--- src/sv/aip_pkg.sv ---
`timescale 1ns / 1ps

package aip_pkg;

   // field widths
   localparam int unsigned CHAR_W  = 8;
   localparam int unsigned RADIX_W = 6;
   localparam int unsigned DIGIT_W = 6;
   localparam int unsigned VALUE_W = 64;
   localparam int unsigned COUNT_W = 16;
   // accumulator times a 6-bit base, plus a digit
   localparam int unsigned PROD_W  = VALUE_W + RADIX_W;
   localparam int unsigned RSP_W   = VALUE_W + COUNT_W;

   localparam logic [COUNT_W-1:0] MAX_COUNT = 16'hFFFF;
   localparam logic [VALUE_W-1:0] POS_LIMIT = 64'h7FFF_FFFF_FFFF_FFFF;

   // characters of interest
   localparam logic [CHAR_W-1:0] CH_TAB   = 8'h09;
   localparam logic [CHAR_W-1:0] CH_BLANK = 8'h20;
   localparam logic [CHAR_W-1:0] CH_MINUS = 8'h2D;
   localparam logic [CHAR_W-1:0] CH_ZERO  = 8'h30;
   localparam logic [CHAR_W-1:0] CH_NINE  = 8'h39;
   localparam logic [CHAR_W-1:0] CH_UC_A  = 8'h41;
   localparam logic [CHAR_W-1:0] CH_UC_Z  = 8'h5A;
   localparam logic [CHAR_W-1:0] CH_LC_A  = 8'h61;
   localparam logic [CHAR_W-1:0] CH_LC_Z  = 8'h7A;
   localparam logic [CHAR_W-1:0] CH_LC_X  = 8'h78;
   localparam logic [CHAR_W-1:0] LETTER_OFS = 8'd10;

   // bases
   localparam logic [RADIX_W-1:0] BASE_AUTO = 6'd0;
   localparam logic [RADIX_W-1:0] BASE_MIN  = 6'd2;
   localparam logic [RADIX_W-1:0] BASE_OCT  = 6'd8;
   localparam logic [RADIX_W-1:0] BASE_DEC  = 6'd10;
   localparam logic [RADIX_W-1:0] BASE_HEX  = 6'd16;
   localparam logic [RADIX_W-1:0] BASE_MAX  = 6'd36;

   typedef enum logic [1:0] {
      PH_SPACE,
      PH_SIGN,
      PH_ZERO,
      PH_DIGIT
   } phase_type;

   typedef struct packed {
      logic               is_blank;
      logic               is_minus;
      logic               is_zero;
      logic               is_x;
      logic               is_alnum;
      logic [DIGIT_W-1:0] digit;
   } char_class_type;

   typedef struct packed {
      logic               emit;
      logic [VALUE_W-1:0] value;
      logic [COUNT_W-1:0] consumed;
   } parse_result_type;

endpackage

--- src/sv/aip_char_decode.sv ---
`timescale 1ns / 1ps

module aip_char_decode (
   input  logic [aip_pkg::CHAR_W-1:0] char_code,
   output aip_pkg::char_class_type    cls
);

   // sort the character and find its digit value
   always_comb begin
      cls          = '0;
      cls.is_blank = (char_code == aip_pkg::CH_TAB) || (char_code == aip_pkg::CH_BLANK);
      cls.is_minus = (char_code == aip_pkg::CH_MINUS);
      cls.is_zero  = (char_code == aip_pkg::CH_ZERO);
      cls.is_x     = (char_code == aip_pkg::CH_LC_X);
      if (char_code >= aip_pkg::CH_ZERO && char_code <= aip_pkg::CH_NINE) begin
         cls.is_alnum = 1'b1;
         cls.digit    = aip_pkg::DIGIT_W'(char_code - aip_pkg::CH_ZERO);
      end else if (char_code >= aip_pkg::CH_LC_A && char_code <= aip_pkg::CH_LC_Z) begin
         cls.is_alnum = 1'b1;
         cls.digit    = aip_pkg::DIGIT_W'(char_code - aip_pkg::CH_LC_A + aip_pkg::LETTER_OFS);
      end else if (char_code >= aip_pkg::CH_UC_A && char_code <= aip_pkg::CH_UC_Z) begin
         cls.is_alnum = 1'b1;
         cls.digit    = aip_pkg::DIGIT_W'(char_code - aip_pkg::CH_UC_A + aip_pkg::LETTER_OFS);
      end
   end

endmodule

--- src/sv/aip_parse_core.sv ---
`timescale 1ns / 1ps

module aip_parse_core (
   input  logic                            clock,
   input  logic                            reset,
   input  logic                            step,
   input  aip_pkg::char_class_type         cls,
   input  logic [aip_pkg::RADIX_W-1:0]     radix,
   output aip_pkg::parse_result_type       result
);

   aip_pkg::phase_type              ph_ff,  ph_in;
   logic [aip_pkg::VALUE_W-1:0]     acc_ff, acc_in;
   logic                            neg_ff, neg_in;
   logic [aip_pkg::RADIX_W-1:0]     wb_ff,  wb_in;
   logic [aip_pkg::COUNT_W-1:0]     cnt_ff, cnt_in;
   logic                            sat_ff, sat_in;

   logic [aip_pkg::COUNT_W-1:0]     cnt_inc;
   logic [aip_pkg::RADIX_W-1:0]     dflt_base;
   logic [aip_pkg::RADIX_W-1:0]     base_sel;
   logic                            dig_ok;
   logic                            wrap_base;
   logic [aip_pkg::PROD_W-1:0]      prod;
   logic [aip_pkg::PROD_W-1:0]      sum;
   logic                            over;
   logic                            go_digit;
   logic                            emit_zero;
   logic                            emit_num;

   assign cnt_inc   = (cnt_ff == aip_pkg::MAX_COUNT) ? cnt_ff : cnt_ff + 1'b1;
   assign dflt_base = (radix == aip_pkg::BASE_AUTO) ? aip_pkg::BASE_DEC : radix;

   // multiply-add; accumulator is zero until the base is fixed, so the
   // stored base is good enough for the multiplier
   assign prod = aip_pkg::PROD_W'(acc_ff) * aip_pkg::PROD_W'(wb_ff);
   assign sum  = prod + aip_pkg::PROD_W'(cls.digit);
   assign over = sat_ff || (sum[aip_pkg::PROD_W-1:aip_pkg::VALUE_W-1] != '0);

   assign dig_ok    = (base_sel >= aip_pkg::BASE_MIN) && (base_sel <= aip_pkg::BASE_MAX) &&
                      cls.is_alnum && (cls.digit < base_sel);
   assign wrap_base = (base_sel == aip_pkg::BASE_DEC) || (base_sel == aip_pkg::BASE_HEX);

   // state register
   always_ff @(posedge clock) begin
      if (reset) begin
         ph_ff  <= aip_pkg::PH_SPACE;
         acc_ff <= '0;
         neg_ff <= 1'b0;
         wb_ff  <= '0;
         cnt_ff <= '0;
         sat_ff <= 1'b0;
      end else if (step) begin
         ph_ff  <= ph_in;
         acc_ff <= acc_in;
         neg_ff <= neg_in;
         wb_ff  <= wb_in;
         cnt_ff <= cnt_in;
         sat_ff <= sat_in;
      end
   end

   // next state and result
   always_comb begin
      ph_in     = ph_ff;
      acc_in    = acc_ff;
      neg_in    = neg_ff;
      wb_in     = wb_ff;
      cnt_in    = cnt_ff;
      sat_in    = sat_ff;
      go_digit  = 1'b0;
      emit_zero = 1'b0;
      emit_num  = 1'b0;
      base_sel  = wb_ff;

      unique case (ph_ff) inside
         aip_pkg::PH_SPACE, aip_pkg::PH_SIGN: begin
            if (ph_ff == aip_pkg::PH_SPACE && cls.is_blank) begin
               cnt_in = cnt_inc;
            end else if (ph_ff == aip_pkg::PH_SPACE && cls.is_minus) begin
               neg_in = 1'b1;
               cnt_in = cnt_inc;
               ph_in  = aip_pkg::PH_SIGN;
            end else if (cls.is_zero) begin
               cnt_in = cnt_inc;
               ph_in  = aip_pkg::PH_ZERO;
            end else begin
               go_digit = 1'b1;
               base_sel = dflt_base;
            end
         end
         aip_pkg::PH_ZERO: begin
            if (cls.is_x) begin
               cnt_in = cnt_inc;
               if (radix != aip_pkg::BASE_AUTO && radix != aip_pkg::BASE_HEX) begin
                  emit_zero = 1'b1;
               end else begin
                  wb_in = aip_pkg::BASE_HEX;
                  ph_in = aip_pkg::PH_DIGIT;
               end
            end else if (radix != aip_pkg::BASE_AUTO && radix != aip_pkg::BASE_OCT) begin
               emit_zero = 1'b1;
            end else begin
               go_digit = 1'b1;
               base_sel = aip_pkg::BASE_OCT;
            end
         end
         aip_pkg::PH_DIGIT: begin
            go_digit = 1'b1;
         end
         default: begin
            go_digit = 1'b1;
         end
      endcase

      // digit accumulate, or end of number
      if (go_digit) begin
         wb_in = base_sel;
         ph_in = aip_pkg::PH_DIGIT;
         if (dig_ok) begin
            cnt_in = cnt_inc;
            if (wrap_base) begin
               acc_in = sum[aip_pkg::VALUE_W-1:0];
            end else if (over) begin
               sat_in = 1'b1;
               acc_in = aip_pkg::POS_LIMIT;
            end else begin
               acc_in = sum[aip_pkg::VALUE_W-1:0];
            end
         end else begin
            emit_num = 1'b1;
         end
      end

      result.emit     = emit_zero || emit_num;
      result.consumed = cnt_in;
      if (emit_num) begin
         result.value = neg_ff ? (aip_pkg::VALUE_W'(0) - acc_ff) : acc_ff;
      end else begin
         result.value = '0;
      end

      // restart after a result
      if (result.emit) begin
         ph_in  = aip_pkg::PH_SPACE;
         acc_in = '0;
         neg_in = 1'b0;
         wb_in  = '0;
         cnt_in = '0;
         sat_in = 1'b0;
      end
   end

endmodule

--- src/sv/ascii_integer_parser_unit.sv ---
`timescale 1ns / 1ps

// channel | direction | word
// req_    | in        | tdata[7:0] char_code
// rsp_    | out       | tdata[63:0] value, tdata[79:64] consumed
// csr_    | in        | data[5:0] radix
//
// One character per cycle while no held result stalls the input. A character is
// taken into the input register; when it steps on, the parse state and the
// multiply-add on the 64-bit accumulator update, and a result lands in the
// output register, from which it is offered on the rsp_ channel.
// Reset (synchronous) returns the parser to whitespace skip and radix to 0.
// A held result stalls only characters that would end a number.
module ascii_integer_parser_unit (
   input  logic                            clock,
   input  logic                            reset,
   input  logic                            req_tvalid,
   output logic                            req_tready,
   input  logic [7:0]                      req_tdata,   // char_code
   output logic                            rsp_tvalid,
   input  logic                            rsp_tready,
   output logic [aip_pkg::RSP_W-1:0]       rsp_tdata,   // value, consumed
   input  logic                            csr_valid,
   output logic                            csr_ready,
   input  logic [aip_pkg::RADIX_W-1:0]     csr_data     // radix
);

   logic                              in_valid_ff;
   logic [aip_pkg::CHAR_W-1:0]        in_char_ff;
   logic [aip_pkg::RADIX_W-1:0]       radix_ff;
   logic                              out_valid_ff;
   logic [aip_pkg::RSP_W-1:0]         out_data_ff;
   logic                              step;
   aip_pkg::char_class_type           cls;
   aip_pkg::parse_result_type         result;

   // radix register
   assign csr_ready = 1'b1;
   always_ff @(posedge clock) begin
      if (reset) begin
         radix_ff <= aip_pkg::BASE_AUTO;
      end else if (csr_valid) begin
         radix_ff <= csr_data;
      end
   end

   // a character moves on unless it ends a number and the output is held
   assign step       = in_valid_ff && (!result.emit || !out_valid_ff || rsp_tready);
   assign req_tready = !in_valid_ff || step;

   // input register
   always_ff @(posedge clock) begin
      if (reset) begin
         in_valid_ff <= 1'b0;
      end else if (req_tready) begin
         in_valid_ff <= req_tvalid;
      end
   end
   always_ff @(posedge clock) begin
      if (req_tready && req_tvalid) begin
         in_char_ff <= req_tdata;
      end
   end

   aip_char_decode u_decode (
      .char_code (in_char_ff),
      .cls       (cls)
   );

   aip_parse_core u_core (
      .clock  (clock),
      .reset  (reset),
      .step   (step),
      .cls    (cls),
      .radix  (radix_ff),
      .result (result)
   );

   // output register
   always_ff @(posedge clock) begin
      if (reset) begin
         out_valid_ff <= 1'b0;
      end else if (step && result.emit) begin
         out_valid_ff <= 1'b1;
      end else if (rsp_tready) begin
         out_valid_ff <= 1'b0;
      end
   end
   always_ff @(posedge clock) begin
      if (step && result.emit) begin
         out_data_ff <= {result.consumed, result.value};
      end
   end

   assign rsp_tvalid = out_valid_ff;
   assign rsp_tdata  = out_data_ff;

endmodule

--- config.mk ---
export PLATFORM = sky130hd
export DESIGN_NAME = ascii_integer_parser_unit
export DESIGN_NICKNAME = d
export VERILOG_FILES = /design/src/sv/aip_pkg.sv /design/src/sv/aip_char_decode.sv /design/src/sv/aip_parse_core.sv /design/src/sv/ascii_integer_parser_unit.sv
export SDC_FILE = /design/constraint.sdc
export NUM_CORES = 1
export LEC_CHECK = 0
export BUFFER_PORTS_ARGS = -buffer_cell sky130_fd_sc_hd__buf_4
export CORE_ASPECT_RATIO = 0.6
export CORE_MARGIN = 2
export CORE_UTILIZATION = 40
export DETAILED_ROUTE_END_ITERATION = 12
export SETUP_SLACK_MARGIN = 0.02
export SYNTH_ARGS = -nofsm -noshare
export SYNTH_HDL_FRONTEND = slang
export SYNTH_SLANG_ARGS = --single-unit
--- constraint.sdc ---
create_clock -name clock -period 11.2 [get_ports clock]
set_input_delay 1.12 -clock clock [delete_from_list [all_inputs] [get_ports clock]]
set_output_delay 1.12 -clock clock [all_outputs]
set_load 0.02 [all_outputs]
* Yosys cells after proc, flatten, opt, wreduce, memory -nomap -nowiden
Index checks and enable logic that the tools add are counted.
** Word-level totals
- Register bits :: 186
- Input port bits :: 19
- Word-level logic and storage cells :: 152
** Cells by class
- Order comparisons :: 9
- Equality and inequality tests :: 19
- Multiply operators :: 1
- Add/subtract/negate cells :: 8
- Reductions and logical operators :: 42
- Mux-type cells :: 61
** Operators with widths (number)
- two-way mux 64 bit :: 6
- two-way mux 16 bit :: 8
- adder 70 x 6 -> 70 bit :: 1
- multiplier 64 x 6 -> 70 bit :: 1
- two-way mux 6 bit :: 11
- subtractor 1 x 64 -> 64 bit (first input constant) :: 1
- case mux 16 bit (2 select lines) :: 1
- == test 8 x 6 -> 1 bit (second input constant) :: 3
- two-way mux 1 bit :: 22
- two-way mux 7 bit :: 3
- adder 16 x 1 -> 16 bit (second input constant) :: 1
- == test 16 bit (second input constant) :: 1
- >= comparator 8 x 7 -> 1 bit (second input constant) :: 2
- <= comparator 8 x 7 -> 1 bit (second input constant) :: 2
- two-way mux 2 bit :: 7
- logical AND 1 bit :: 13
- adder 6 x 4 -> 6 bit (second input constant) :: 2
- != test 4 x 3 -> 1 bit (second input constant) :: 3
- case mux 6 bit (2 select lines) :: 1
- nonzero test 2 bit :: 6
- subtractor 6 bit (second input constant) :: 2
- == test 8 x 4 -> 1 bit (second input constant) :: 1
- == test 8 x 7 -> 1 bit (second input constant) :: 1
- >= comparator 8 x 6 -> 1 bit (second input constant) :: 1
- 29 further kinds :: 40

* Longest topological paths before layout
Gate-level depths: netlist of the first run.
- Word-level depth :: 19
- Depth in mapped cells :: 26
- Depth with buffers taken out :: 23

* Hierarchy
A second synthesis of the first run with hierarchy kept.
** Second synthesis, totals
- Cells, all modules :: 2453
- Area total of the unflattened synthesis :: 22108.7 µm²
** By module, submodules not included
- aip_parse_core :: area an instance 18654.1 µm², cells an instance 2267, seq. area each 1801.7 µm², instances 1
- ascii_integer_parser_unit :: area an instance 2979.1 µm², cells an instance 122, seq. area each 2802.7 µm², instances 1
- aip_char_decode :: area an instance 475.5 µm², cells an instance 64, seq. area each 0.0 µm², instances 1

* Worst setup path after synthesis of the first run
No wires, ideal clock.
- Path type :: flip-flop to flip-flop
- Start point :: reg in_char_ff[1] (netlist name)
- End point :: reg u_core.sat_ff
- Period minus slack after synthesis :: 7.386 ns
- Required time :: 10.892 ns
- Library setup time :: 0.308 ns
- Data arrival time :: 7.077 ns
- Slack :: 3.814 ns
- Cell stages (with the launch flop) :: 17
- Path buffers :: 0
- Cells stage by stage :: edfxtp_1 inv_1 ha_1 or4b_1 a311o_1 nand2_1 nand2_1 a22oi_1 inv_1 ha_1 and4_1 a21oi_1 o2111a_1 a211o_1 and2_1 nor2_1 o21ai_0
** Between the ends
- Cells in the longest elaborated chain, start to end :: 17
- Elaborated cells on any way between the ends :: 62
** Ends and longest elaborated chain
- start, declared :: line ascii_integer_parser_unit.sv:29 : logic [aip_pkg::CHAR_W-1:0] in_char_ff;
- start signal, assigned :: line ascii_integer_parser_unit.sv:61 : in_char_ff <= req_tdata;
- branches (longest 17 deep; another with adder 70 x 6 -> 70 bit)
- end signal, assigned :: line aip_parse_core.sv:59 : sat_ff <= sat_in;
- end, declared :: line aip_parse_core.sv:17 : logic sat_ff, sat_in;
Several ways; the timed one is not identified.
A chain may end at the register's enable or synchronous reset.

* Worst setup path after layout of the first run
- Start point :: reg u_core.wb_ff[4] (netlist name)
- End point :: reg u_core.acc_ff[55] (netlist name)
** Between the ends
- Cells in the longest elaborated chain, start to end :: 16
- Elaborated cells on any way between the ends :: 34
** Ends and longest elaborated chain
- start, declared :: line aip_parse_core.sv:15 : logic [aip_pkg::RADIX_W-1:0] wb_ff, wb_in;
- start signal, assigned :: line aip_parse_core.sv:57 : wb_ff <= wb_in;
- branches (longest 16 deep; another with multiplier 64 x 6 -> 70 bit)
- end signal, assigned :: line aip_parse_core.sv:55 : acc_ff <= acc_in;
- end, declared :: line aip_parse_core.sv:13 : logic [aip_pkg::VALUE_W-1:0] acc_ff, acc_in;
Several ways; the timed one is not identified. The select of a mux whose other input is x is not followed.

==> results of run 1 <==
==> registers in the layout (all words and copies together), names as in the netlist <==
name / count
in_valid_ff: 1
u_core.sat_ff: 1
u_core.neg_ff: 1
u_core.acc_ff: 64
in_char_ff: 8
u_core.wb_ff: 6
rsp_tvalid: 1
rsp_tdata: 80
u_core.ph_ff: 2
radix_ff: 6
u_core.cnt_ff: 16
==> metal layers <==
layer / up-vias / GRT usage / routed length, µm
met5: - / 0 / 0
met4: 0 / 0.0298 / 348
met3: 24 / 0.0424 / 4780
met2: 650 / 0.308 / 25600
met1: 9404 / 0.371 / 34400
li1: 8693 / - / -
==> per-stage QoR <==
step	std cells	instance area, µm²	hold slack (ns)
after floorplan	2646	22700	0.449
after global placement	3319	23800	0.468
after detailed placement	3319	23800	0.495
after CTS	3351	24400	0.503
after global routing	3351	24400	0.517
final	3351	24400	0.496
==> report_power, final <==
group	internal (µW)	total (µW)	switching [µW]
Sequential	735	753	18.0
Combinational	57.5	195	137
Clock	309	657	348
==> cells in the final DEF (no fill, tap or decap), types with 32 or more instances in the layout <==
cell type    n
a22oi_1     58
a21oi_1    124
fa_1       252
o21ai_0    113
ha_1       162
buf_4      115
and2_1     232
xor2_1      89
dfxtp_1     91
xnor2_1     48
nand2_1    338
edfxtp_1    88
nor2_1     154
inv_1      249
nand4_1     32
o31ai_1     35
==> area by class of cell <==
class / count / area, µm² / area share
multi-input cells: 2010 / 16500 / 0.674
clock inverters: 14 / 165 / 0.00676
inverters: 249 / 935 / 0.0383
well taps: 759 / 950 / 0.0389
repair buffers: 115 / 863 / 0.0353
clock buffers: 18 / 439 / 0.0180
flip-flops and latches: 186 / 4610 / 0.189
==> synth_stat cells, drive strengths merged (21+ instances only) <==
library cell	number
inv	249
a31oi	21
or3	21
dfxtp	98
clkbuf	181
nand2	338
xor2	89
a21oi	124
and2	232
a21o	24
nand3	30
nand4	32
o21ai	113
nor3	29
xnor2	48
nor2	155
o31ai	35
fa	252
a22oi	58
edfxtp	88
ha	162
==> how the worst max path moves through the flow <==
stage | startpoint | end | cells after the start
3_3_place_gp | u_core.wb_ff[5] | u_core.sat_ff | 19
3_5_place_dp | u_core.wb_ff[5] | u_core.sat_ff | 19
5_1_grt | u_core.wb_ff[5] | u_core.acc_ff[16] | 19
2_1_floorplan | in_char_ff[1] | u_core.sat_ff | 16
4_1_cts | u_core.wb_ff[5] | u_core.sat_ff | 19
6_report | u_core.wb_ff[4] | u_core.acc_ff[55] | 19
==> cell families (layout without fill, tap and decap cells) <==
group,after synthesis,count (layout),share of synthesized area
simple gates,942,942,0.207
compound gates,500,500,0.144
fa+ha+maj,414,414,0.311
xor+xnor,137,137,0.0528
other cells,1,1,0.000165
buf+inv,450,396,0.0754
flops,186,186,0.202
mux,16,16,0.00726
==> worst max-delay path, cell delays in order, from the launching register on <==
cell and delay, ns:
dfxtp_2 0.90, buf_4 0.54, nand2_1 0.14, fa_1 0.55, inv_1 0.06, fa_1 0.50
fa_1 0.49, ha_1 0.30, ha_1 0.45, nand2_1 0.16, nor4_1 0.79, nand3_1 0.25
o32ai_1 0.35, nor4_1 0.15, o41ai_1 0.48, and2_1 0.19, o2111ai_1 0.32, o311ai_4 1.00
buf_4 0.52, o21ai_0 0.17
==> impl_metrics.env, run 1 <==
export IMPL_finalCritPeriodShare=0.761
export IMPL_detail_route_antenna_nets=0
export IMPL_dp_hpwl_um=50400
export IMPL_boundaryPins=102
export IMPL_power_uw=1600
export IMPL_dp_slack_ns=2.83
export IMPL_syn_avg_cell_area_um2=8.59
export IMPL_cts_resized=0
export IMPL_r2r_slack_ns=2.68
export IMPL_die_w_um=312
export IMPL_clk_latency_ns=0.50
export IMPL_final_fill_count=5641
export IMPL_drtPass1Iterations=6
export IMPL_slew_violations=0
export IMPL_cap_viol_max_count=0
export IMPL_cp_required_ns=11.54
export IMPL_holdPathEnd="u_core.sat_ff"
export IMPL_num_antenna_cells=0
export IMPL_dieArea_mm2=0.0588
export IMPL_syn_cell_area_mm2=0.0227
export IMPL_async_flop_share=0
export IMPL_start_kind="flop"
export IMPL_end_kind="flop"
export IMPL_grt_pass1_wl_um=106000
export IMPL_path_clk_slew_ns=0.08
export IMPL_first_iter_violations=1566
export IMPL_cts_buffers=17
export IMPL_leakage_uw=0.0116
export IMPL_synth_edff_count=88
export IMPL_tns_ns=0
export IMPL_drc=0
export IMPL_setup_viol=0
export IMPL_core_rowCount=67
export IMPL_outcome="completed"
export IMPL_synth_seq_cells=186
export IMPL_hold_path_depth=2
export IMPL_slew_headroom=0.180
export IMPL_vdd_ir_drop_max_mv=0.125
export IMPL_port_buffers=100
export IMPL_synth_cell_type_count=77
export IMPL_coreArea_mm2=0.0560
export IMPL_worst_slack_ns=2.68
export IMPL_drive_above_1_share=0.0714
export IMPL_wl_um=65200
export IMPL_gp_congestion=0.936
export IMPL_viasPerCell=5.60
export IMPL_r2r_start="u_core.wb_ff[4]"
export IMPL_post_cts_setup_buffers=0
export IMPL_yosysTopAreaCell="fa_1"
export IMPL_r2r_end="u_core.acc_ff[55]"
export IMPL_synth_warnings=0
export IMPL_areaGrowthSynthToFinish_pct=7.42
export IMPL_hold_start="u_core.sat_ff"
export IMPL_vias=18800
export IMPL_holdBufCountCts=0
export IMPL_root_buffer="clkbuf_16"
export IMPL_initial_core_util=0.406
export IMPL_antenna_found_initial=0
export IMPL_worstPathMaxFanout=36
export IMPL_cts_tree="yes"
export IMPL_postSynthCellCount=2646
export IMPL_final_hold_violation_count=0
export IMPL_synth_top_area_share=0.222
export IMPL_cts_path_max_buffers=2
export IMPL_min_period_ns=8.52
export IMPL_path_class="reg2reg"
export IMPL_nets=3012
export IMPL_synth_nets=3079
export IMPL_grt_overflow=0
export IMPL_pwr_density_cell_mw_per_mm2=65.7
export IMPL_final_core_util=0.436
export IMPL_yosysSeqAreaShare=0.202
export IMPL_clock_skew_final_ns=0.0253
export IMPL_yosys_top_cells_area="fa_1 22%, edfxtp_1 12%, ha_1 8.9%"
export IMPL_r2r_cells=19
export IMPL_dieHeight_um=189
export IMPL_grt_max_degree=69
export IMPL_grtUsageTotal=0.227
export IMPL_clock_fmax_ghz=0.117
export IMPL_worstPathArrival_ns=8.86
export IMPL_worstMarginPinSlew_ns=1.22
export IMPL_grt_pass1_vias=18600
export IMPL_clock_sinks=186
export IMPL_cts_htree_levels=4
export IMPL_synth_top_flop_cell="dfxtp_1"
export IMPL_wire_per_inst_um=19.4
export IMPL_grt_setup_unrepaired="no"
export IMPL_min_path_type="reg2reg"
(Power assumes the default switching activity.)
==> run 2, diff against run 1 <==
--- a/config.mk
+++ b/config.mk
@@ -5,6 +5,7 @@
 export SDC_FILE = /design/constraint.sdc
 export NUM_CORES = 1
 export LEC_CHECK = 0
+export ABC_AREA = 1
 export BUFFER_PORTS_ARGS = -buffer_cell sky130_fd_sc_hd__buf_4
 export CORE_ASPECT_RATIO = 0.6
 export CORE_MARGIN = 2
==> constraint.sdc (replaced) <==
create_clock -name clock -period 7 [get_ports clock]
set_input_delay 0.7 -clock clock [delete_from_list [all_inputs] [get_ports clock]]
set_output_delay 0.7 -clock clock [all_outputs]
set_load 0.02 [all_outputs]
==> impl_metrics.env, run 2 <==
export IMPL_outcome="completed"
export IMPL_root_buffer="clkbuf_16"
export IMPL_dieHeight_um=198
export IMPL_clock_skew_final_ns=0.0185
export IMPL_initial_core_util=0.403
export IMPL_path_class="reg2reg"
export IMPL_synth_most_common_cell="nand2_1"
export IMPL_drc=0
export IMPL_vdd_ir_drop_max_mv=0.129
export IMPL_grt_pass1_wl_um=121000
export IMPL_pwr_density_cell_mw_per_mm2=112
export IMPL_first_iter_violations=2191
export IMPL_worst_path_buf_inv=3
export IMPL_slew_headroom=0.0521
export IMPL_postSynthCellCount=3700
export IMPL_layout_common_cells="1,099 x nand2_1, 749 x inv_1, 283 x nor2_1"
export IMPL_final_cells=4528
export IMPL_yosysSeqAreaShare=0.183
export IMPL_drtPass1Iterations=6
export IMPL_met2_length_um=27300
export IMPL_post_cts_setup_buffers=0
export IMPL_drive_above_1_share=0.0542
export IMPL_worst_slack_ns=1.23
export IMPL_synth_warnings=0
export IMPL_nets=4108
export IMPL_start_kind="flop"
export IMPL_slew_violations=0
export IMPL_r2r_end="u_core.acc_ff[57]"
export IMPL_synth_top_flop_cell="dfxtp_1"
export IMPL_p_comb_frac=0.243
export IMPL_seqPwrFrac=0.413
export IMPL_r2r_slack_ns=1.23
export IMPL_dp_cells=4495
export IMPL_wl_met3_um=7040
export IMPL_viasPerCell=4.98
export IMPL_internal_power_uw=1890
export IMPL_grt_setup_unrepaired="no"
export IMPL_critPathLaunch="u_core.wb_ff[4]"
export IMPL_cts_resized=0
export IMPL_detail_route_antenna_nets=0
export IMPL_vias=22500
export IMPL_finalCritPeriodShare=0.824
export IMPL_final_core_util=0.434
export IMPL_worstPathArrival_ns=6.19
export IMPL_yosysTopAreaCell="fa_1"
export IMPL_wirelength_met1_um=40100
export IMPL_cpMaxStageDelayCell="fa_1"
export IMPL_worstPathMaxFanout=26
export IMPL_dp_hpwl_um=58600
export IMPL_crit_path_frequent_cell="nand2_1"
export IMPL_p_switching_uw=1150
export IMPL_dieArea_mm2=0.0649
export IMPL_cts_buffers=17
export IMPL_end_kind="flop"
export IMPL_coreArea_mm2=0.0624
export IMPL_holdBufCountCts=0
export IMPL_tns_ns=0
export IMPL_core_rowCount=71
export IMPL_areaGrowthSynthToFinish_pct=7.79
export IMPL_grt_pass1_vias=21200
export IMPL_grt_max_degree=67
export IMPL_wire_per_inst_um=16.5
export IMPL_dp_slack_ns=1.35
export IMPL_async_flop_share=0
export IMPL_setup_viol=0
export IMPL_r2r_start="u_core.wb_ff[4]"
export IMPL_leakage_uw=0.0153
export IMPL_cts_path_max_buffers=2
export IMPL_crit_cells=26
export IMPL_cts_tree="yes"
export IMPL_min_path_type="in2reg"
export IMPL_p_sw_frac=0.379
export IMPL_synth_edff_count=88
export IMPL_synth_nets=4133
export IMPL_final_common_cell="nand2_1"
export IMPL_hold_path_depth=1
export IMPL_wl_um=74900
export IMPL_yosys_top_cells_count="1,099 x nand2_1, 750 x inv_1, 284 x nor2_1"
export IMPL_synth_top_area_share=0.201
export IMPL_cpPeakStageDelay_ns=0.56
export IMPL_synth_seq_cells=186
export IMPL_clock_sinks=186
export IMPL_grtUsageTotal=0.237
export IMPL_boundaryPins=102
export IMPL_r2r_cells=26
export IMPL_syn_cell_area_mm2=0.0251
export IMPL_holdPathEnd="in_char_ff[4]"
export IMPL_highest_layer="met4"
export IMPL_crit_family="adder cells"
export IMPL_port_buffers=100
export IMPL_cap_viol_max_count=0
export IMPL_min_period_ns=5.77
export IMPL_cp_required_ns=7.42
export IMPL_yosys_top_cells_area="fa_1 20%, nand2_1 16%, inv_1 11%"
export IMPL_holdWs_ns=0.381
export IMPL_syn_avg_cell_area_um2=6.79
export IMPL_worstMarginPinSlew_ns=1.41
export IMPL_hold_start="req_tdata[4]"
export IMPL_largest_register_ff_count=80
export IMPL_final_hold_violation_count=0
export IMPL_die_w_um=328
export IMPL_grt_overflow=0
export IMPL_clock_fmax_ghz=0.173
export IMPL_synth_cell_type_count=45
export IMPL_gp_congestion=0.969
export IMPL_pwr_share_clk=0.344
export IMPL_antenna_found_initial=0
export IMPL_path_clk_slew_ns=0.09
export IMPL_clk_latency_ns=0.49
export IMPL_cts_htree_levels=4
## run 2: area by class of cell
| cell class | instances | area (µm²) |
|---|---|---|
| clock buffers | 17 | 425 |
| well taps | 839 | 1050 |
| repair buffers | 129 | 993 |
| flip-flops and latches | 186 | 4610 |
| diodes | 1 | 2.50 |
| multi-input cells | 2577 | 16900 |
| fillers | 6521 | 35300 |
| inverters | 764 | 2870 |
| clock inverters | 15 | 190 |
## run 2: per-layer routing
layer	GRT usage	vias to the layer above
li1	-	11200
met1	0.392	10500
met2	0.307	860
met3	0.0570	34
met4	0.0285	0
met5	0	-
## run 2: kinds of logic after synthesis
family                     after synthesis  share of synthesized area
xor gates and xnor gates               124                     0.0432
AOI/OAI and AO/OA                      435                     0.0928
buffers and inverters                  937                      0.143
DFF                                    186                      0.183
other                                    1                   0.000149
adders and majority gates              414                      0.281
and+or+nand+nor                       1603                      0.256
## run 2: power by group through the flow
| stage | registers (µW) | logic [µW] | clock network (µW) |
|---|---|---|---|
| final | 1260 | 740 | 1050 |
| after global routing | 1260 | 814 | 1110 |
| after CTS | 1250 | 731 | 1070 |
| after detailed placement | 1280 | 728 | 0 |
| after global placement | 1280 | 729 | 0 |
| after floorplan | 1300 | 446 | 0 |
## run 2: worst reg2reg max path: stages (launching register included)
cell and delay [ns]:
dfxtp_2 0.33, buf_4 0.30, nand2_1 0.13, fa_1 0.50, fa_1 0.54, inv_1 0.06, fa_1 0.56, fa_1 0.42
ha_1 0.36, nand2_1 0.09, nor2_1 0.16, nand3_1 0.13, nand2_1 0.14, nand2_1 0.07, nand2_1 0.17, nand2_1 0.08
nand2_1 0.22, a21oi_1 0.20, o21ai_0 0.53, nand2_1 0.16, inv_1 0.12, nor2_1 0.05, nand2_1 0.06, nand2_1 0.05
nand2_1 0.06, nand2_1 0.05, a21oi_1 0.16
## run 2: metrics by stage
step                      cell area [µm²]  total power [µW]
after floorplan                     25100              1740
after global placement              26500              2010
after detailed placement            26500              2010
after CTS                           27100              3060
after global routing                27100              3190
final                               27100              3040
## run 2: worst max-delay path by stage
stage                        endpoint  slack, ns
floorplan           u_core.acc_ff[10]       1.77
global placement    u_core.acc_ff[39]       1.35
detailed placement  u_core.acc_ff[49]       1.35
CTS                 u_core.acc_ff[14]       1.32
global route        u_core.acc_ff[49]       0.73
finish              u_core.acc_ff[57]       1.23
